File: config.mk
export PLATFORM = sky130hd
export DESIGN_NAME = prd_div
export DESIGN_NICKNAME = d
export VERILOG_FILES = /design/src/rtl/prd_pkg.sv /design/src/rtl/prd_div.sv
export SDC_FILE = /design/constraint.sdc
export NUM_CORES = 1
export LEC_CHECK = 0
export ABC_AREA = 1
export BUFFER_PORTS_ARGS = -buffer_cell sky130_fd_sc_hd__buf_2
export CORE_UTILIZATION = 50
export CTS_BUF_LIST = sky130_fd_sc_hd__clkbuf_8
export CTS_CLUSTER_SIZE = 10
export DETAILED_ROUTE_END_ITERATION = 16
export PLACE_DENSITY = 0.72
export RECOVER_POWER = 100
export SLEW_MARGIN = 25
export SYNTH_ARGS = -nofsm -noshare
export SYNTH_HDL_FRONTEND = slang
export SYNTH_SLANG_ARGS = --single-unit
File: constraint.sdc
create_clock -name clk -period 2.7 [get_ports clk]
set_input_delay 0.27 -clock clk [delete_from_list [all_inputs] [get_ports clk]]
set_output_delay 0.27 -clock clk [all_outputs]
set_load 0.02 [all_outputs]
File: src/rtl/prd_pkg.sv
package prd_pkg;

    localparam int VALUE_W    = 32;
    localparam int SUM_W      = 64;
    localparam int NORM_AW    = 8;
    localparam int NORM_DEPTH = 1 << NORM_AW;

    localparam logic [1:0] FUNC_BYTE  = 2'd0;
    localparam logic [1:0] FUNC_TABLE = 2'd1;
    localparam logic [1:0] FUNC_TERM  = 2'd2;

    localparam logic [1:0] ST_POSITION  = 2'd0;
    localparam logic [1:0] ST_FINAL     = 2'd1;
    localparam logic [1:0] ST_EMPTY     = 2'd2;
    localparam logic [1:0] ST_MALFORMED = 2'd3;

    typedef struct packed {
        logic [1:0]         func;
        logic [7:0]         data_byte;
        logic [NORM_AW-1:0] table_index;
        logic [VALUE_W-1:0] table_value;
        logic [VALUE_W-1:0] start_doc;
    } req_item_t;

    typedef struct packed {
        logic [VALUE_W-1:0] doc_number;
        logic [VALUE_W-1:0] frequency;
        logic [VALUE_W-1:0] position;
        logic [VALUE_W-1:0] boost;
        logic [VALUE_W-1:0] impact;
        logic [1:0]         status;
        logic               last;
    } rsp_item_t;

    typedef struct packed {
        logic busy;
        logic done;
    } div_status_t;

endpackage

File: src/rtl/prd_div.sv
module prd_div (
    input  logic                                  clk,
    input  logic                                  rst_n,
    input  logic                                  start,
    input  logic [prd_pkg::SUM_W-1:0]             dividend,
    input  logic [prd_pkg::VALUE_W-1:0]           divisor,
    output logic [prd_pkg::VALUE_W-1:0]           quotient,
    output prd_pkg::div_status_t                  status
);

    localparam int W   = prd_pkg::VALUE_W;
    localparam int CW  = $clog2(W);

    logic [W-1:0]  rem_reg, rem_next;
    logic [W-1:0]  quo_reg, quo_next;
    logic [W-1:0]  dvs_reg, dvs_next;
    logic [CW-1:0] cnt_reg, cnt_next;
    logic          busy_reg, busy_next;
    logic          done_reg, done_next;
    logic [W:0]    trial;
    logic [W:0]    diff;

    assign trial = {rem_reg, quo_reg[W-1]};
    assign diff  = trial - {1'b0, dvs_reg};

    always_comb
    begin
        rem_next  = rem_reg;
        quo_next  = quo_reg;
        dvs_next  = dvs_reg;
        cnt_next  = cnt_reg;
        busy_next = busy_reg;
        done_next = done_reg;
        if (start)
        begin
            dvs_next  = divisor;
            cnt_next  = '0;
            busy_next = 1'b0;
            done_next = 1'b1;
            if (divisor == '0)
            begin
                quo_next = '0;
            end
            else if (dividend[2*W-1:W] >= divisor)
            begin
                // quotient would not fit: saturate
                quo_next = '1;
            end
            else
            begin
                rem_next  = dividend[2*W-1:W];
                quo_next  = dividend[W-1:0];
                busy_next = 1'b1;
                done_next = 1'b0;
            end
        end
        else if (busy_reg)
        begin
            if (!diff[W])
            begin
                rem_next = diff[W-1:0];
                quo_next = {quo_reg[W-2:0], 1'b1};
            end
            else
            begin
                rem_next = trial[W-1:0];
                quo_next = {quo_reg[W-2:0], 1'b0};
            end
            cnt_next = cnt_reg + 1'b1;
            if (cnt_reg == CW'(W - 1))
            begin
                busy_next = 1'b0;
                done_next = 1'b1;
            end
        end
    end

    always_ff @(posedge clk or negedge rst_n)
    begin
        if (!rst_n)
        begin
            cnt_reg  <= '0;
            busy_reg <= 1'b0;
            done_reg <= 1'b0;
        end
        else
        begin
            cnt_reg  <= cnt_next;
            busy_reg <= busy_next;
            done_reg <= done_next;
        end
    end

    always_ff @(posedge clk)
    begin
        rem_reg <= rem_next;
        quo_reg <= quo_next;
        dvs_reg <= dvs_next;
    end

    assign quotient    = quo_reg;
    assign status.busy = busy_reg;
    assign status.done = done_reg;

endmodule

### Word-level counts from Yosys, hierarchy flattened

Index checks and enable logic that the tools add are counted.

* $add $sub $neg: 2
* multipliers: 0
* div/mod/pow operators: 0
* magnitude comparators: 1
* eq/ne operators: 3
* shifts and indexed selects: 0
* muxes and demuxes: 22
* bitwise operators: 0
* reduce and logical (&&, ||, !) cells: 5

Operators with widths (count)
* 32-bit 2-to-1 mux: 9
* 33-bit by 32-bit subtractor with 33-bit output: 1
* 32-bit >= comparator: 1
* 32-bit logical NOT: 1
* 1-bit 2-to-1 mux: 11
* 5-bit 2-to-1 mux: 2
* 5-bit by 1-bit adder with 5-bit output (second input constant): 1
* 5-bit == test (second input constant): 1
* 2-bit != test (second input constant): 2
* 2-bit nonzero test: 2
* 3-bit AND reduction: 1
* 2-bit AND reduction: 1

* register bits after elaboration: 103
* latch bits: 0
* RAM bits: 0
* ROM bits: 0
* input port bits: 99
* output and inout bits: 34
* word-level logic and storage cells: 39
* memories: 0

### Logic depth before layout (Yosys ltp)

* depth after elaboration: 4
* mapped depth: 18
* depth with buffers taken out: 17

### Worst setup path after synthesis

OpenSTA, ideal clock, no wires.

* path type: input port to flip-flop
* start: input divisor[19] (netlist bit)
* end: register rem_reg[0], enable pin
* setup time: 0.466 ns
* arrival time: 3.601 ns
* required time: 2.234 ns
* slack: -1.367 ns
* stages: 9
* path buffers: 0
* cells stage by stage: inv_1 ha_1 a21oi_1 o21ai_0 nand2_1 o211ai_1 a21oi_1 nand2_1 o21ai_0

* cells in the longest elaborated chain, start to end: 3
* elaborated cells between the ends (all ways): 5
* those cells by class: order compare (1); eq/ne (2); reduce/logical (2)

RTL lines
* start, declared: line prd_div.sv:6 `input logic [prd_pkg::VALUE_W-1:0] divisor,`
* 32-bit >= comparator / 32-bit logical NOT (equally long branches): line prd_div.sv:44, prd_div.sv:40
* 2-bit != test (no line)
* 3-bit AND reduction (no line) (*)
* end signal, assigned: line prd_div.sv:96 `rem_reg <= rem_next;`
* end, declared: line prd_div.sv:14 `logic [W-1:0] rem_reg, rem_next;`

Mark *: on every way between the ends. The rest lies on a longest branch, timed or not.
A chain may end at the register's enable or synchronous reset.

### Worst setup path in the final report

* start: register quo_reg[31], in the netlist quotient[31]
* end: register rem_reg[2] (data pin)

* cells in the longest elaborated chain, start to end: 4

RTL lines
* start, declared: line prd_div.sv:15 `logic [W-1:0] quo_reg, quo_next;`
* start signal, assigned: line prd_div.sv:97 `quo_reg <= quo_next;`
* 33-bit by 32-bit subtractor with 33-bit output: line prd_div.sv:24 `assign diff = trial - {1'b0, dvs_reg};`
* 32-bit 2-to-1 mux: line prd_div.sv:59 `if (!diff[W])`
* 32-bit 2-to-1 mux: line prd_div.sv:57 `else if (busy_reg)`
* 32-bit 2-to-1 mux: line prd_div.sv:34 `if (start)`
* net rem_next[2]: line prd_div.sv:14

The timed path passes the listed nets, and every way through them passes these cells. The select of a mux whose other input is x is not followed.

==> reports/metrics.cfg <==
[outcome]
status = finished, final reports clean

[placed_design]
port_buffers = 132
dp_hpwl_mm = 18.7
placed_area_mm2 = 0.00939
gp_congestion = 0.953
place_inst = 1538

[global_route]
gr-total-overflow = 0
antenna_found_initial = 0
grt_pass1_wl_mm = 37.3
globalRouteTotalUtil = 0.273
grt_max_degree = 46
grt_pass1_vias = 7466

[synth]
yosys.area.top_type = edfxtp_1
syn_nets = 1362
synthCells = 1196
synth_area_mm2 = 0.00842
syn_avg_cell_area_um2 = 7.04
yosysWarnings = 0
synth_seq_area_share = 0.363
synth_cell_types = 39
synth_top_area_frac = 0.342
ys_ff_latch = 103
netlist_top_cells_area = edfxtp_1 (34%), nand2_1 (21%), ha_1 (9.8%)

[sta]
setup_viol = 0
period_minus_slack_ns = 2.58
finalHoldViolations = 0
tightest_slew_ns = 1.22
max_freq_mhz = 388
finClkSkew_ns = 0.0170
slew_headroom = 0.190
maxSlewViolCount = 0
finalCritPeriodShare = 0.955

[critical_path]
arrival_ns = 2.81
critical_path.endpoint_type = register
reg2reg_depth = 16
cp_common_cell = nand2_2
max_stage_delay_ns = 0.44
critPathTopFamily = simple AND/OR/NAND/NOR gates
critPathBufInv = 3
cp.depth = 16
slowest_stage = edfxtp_1
cp-start-kind = register
cp_data_required_time_ns = 2.94
cp_max_fo = 5
critical_path.cell_chain = inv_2 > ha_1 > inv_2 > fa_2 > nand2_2 > nand2_1 > nand3b_1 > nand2_2 > nand2_2 > nand2_2 > nand2_4 > nand3_4 > buf_4 > nand3_1 > nand3_1 > nand2_1
critPathKind = register to register

[cts]
cts_buffer_depth = 2
clock_latency_ns = 0.37
tritoncts.num_buffers = 9
cts_num_sinks = 103
clkTransAtPathRegs_ns = 0.10
cts-root-buf = clkbuf_8
cts_tree = yes
h-tree-depth = 3

[die]
placementRows = 47
io_pins = 133
initial_core_util = 0.510
fp.dieW_um = 132
dieHeight_um = 132
dieArea_mm2 = 0.0174
coreArea_mm2 = 0.0165

[pwr]
p_comb_frac = 0.499
vdd_drop_max_mv = 0.360
p_seq_frac = 0.362
clock_power_share = 0.139
leakagePower_nw = 5.13
powerDensity_mw_per_mm2 = 631
cell_internal_pwr_mw = 3.39
p_switching_mw = 2.65
netSwitchingFraction = 0.438

[cells_and_area]
n_antenna_cell = 0
nets = 1505
drive_above_1_share = 0.0997
n_fill_cell = 1575
fin_util = 0.579
final_area_mm2 = 0.00957
area_growth_pct = 13.7
final_cells = 1564

[detailed_routing]
vias = 7885
wire_per_inst_um = 15.0
dr.pass1.iters = 6
remaining_drc_errors = 0
wirelength_mm = 23.4
drtIter0Drc = 558
ant_nets = 0
via_per_inst = 5.04

[run]
drv_cap = 0

[worst_hold_path]
whs_path_depth = 1
hold_path_class = input port to register

==> layout make-up <==
cell class / count / area [um^2] / area share
clock inverter: 7 / 35.0 / 0.00366
clock buffer: 9 / 124 / 0.0129
multi-input combinational: 851 / 4510 / 0.472
inverter: 220 / 826 / 0.0863
timing repair buffer: 154 / 741 / 0.0774
tap: 220 / 275 / 0.0288
sequential: 103 / 3060 / 0.319
==> stage by stage <==
step | total power [mW] | worst slack (ns) | hold slack [ns] | TNS (ns)
floorplan | 4.26 | 0.0933 | -0.0256 | 0
detailed placement | 5.05 | 0.0233 | 0.113 | 0
global route | 6.50 | -0.0119 | 0.106 | -0.0119
finish | 6.04 | 0.121 | 0.109 | 0
CTS | 5.90 | 0.00620 | 0.0814 | 0
global placement | 5.02 | 0.0943 | 0.110 | 0
==> power groups by stage <==
stage	Combinational (mW)	Sequential (mW)	Clock [mW]
floorplan	2.00	2.26	0
global placement	2.82	2.20	0
detailed placement	2.85	2.20	0
CTS	2.87	2.17	0.856
global route	3.37	2.21	0.918
finish	3.01	2.19	0.841
==> cell usage in the layout, fill, tap and decap left out, types with 2 or more instances in the layout <==
cell,netlist,final
nand2_1,470,475
inv_1,215,216
edfxtp_1,96,96
nand3_1,90,89
clkbuf_1,13,71
ha_1,66,66
buf_2,5,64
nor2_1,56,55
nand3b_1,45,45
a21oi_1,34,33
o21ai_0,12,12
buf_4,4,12
xnor2_1,11,11
nand2_2,15,10
nand4_1,9,9
clkbuf_8,0,9
nor4_1,8,8
inv_2,4,7
nand2_8,1,7
dfrtp_1,7,7
nor3_1,5,5
nand2_4,5,4
nor2_2,2,3
clkbuf_2,0,3
a21oi_2,1,2
a21o_1,2,2
nand3_4,1,2
nand3_2,1,2
o21bai_1,2,2
o211ai_1,2,2
clkinvlp_4,0,2
==> what timing repair did <==
action,in CTS,in global routing
setup buffers,0,3
hold buffers,1,0
hold endpoints to repair,7,0
cloned,0,6
gates resized for setup,1,14
pin swaps,1,7
endpoints found under the setup margin,5,32
==> synthesized netlist by cell type, drive strengths merged <==
cell,n
nand3,92
edfxtp,96
o211ai,2
o21bai,2
o21a,1
nor2,58
and3,1
xnor2,11
nand3b,45
buf,15
nor4,8
nor3,6
a21oi,36
clkinv,1
inv,219
nand4,9
clkbuf,13
nand2,491
o21ai,12
and2,1
ha,66
xor2,1
fa,1
dfrtp,7
a21o,2
==> kinds of logic after synthesis <==
logic type | after synthesis | share of synthesized area
and+or+nand+nor | 711 | 0.371
buffers and inverters | 248 | 0.116
DFF | 103 | 0.363
adders and majority gates | 67 | 0.100
AOI/OAI and AO/OA | 55 | 0.0366
xor gates and xnor gates | 12 | 0.0125
==> final timing paths <==
| kind | from | slack, ns | endpoint |
|---|---|---|---|
| hold reg to reg | cnt_reg[4] | 0.52 | cnt_reg[4] |
| hold / removal | divisor[31] | 0.11 | dvs_reg[31] |
| max in group asynchronous | rst_n | 2.09 | busy_reg |
| setup reg to reg | quotient[31] | 0.12 | rem_reg[2] |
| min in group asynchronous | rst_n | 0.33 | cnt_reg[3] |
| setup / recovery | quotient[31] | 0.12 | rem_reg[2] |
==> metal layers <==
| metal | vias to the layer above | track usage | wire, um |
|---|---|---|---|
| li1 | 4060 | - | - |
| met1 | 3533 | 0.376 | 10500 |
| met2 | 266 | 0.431 | 10600 |
| met3 | 26 | 0.0604 | 1730 |
| met4 | 0 | 0.0807 | 556 |
| met5 | - | 0 | 0 |
(Power assumes the default switching activity.)
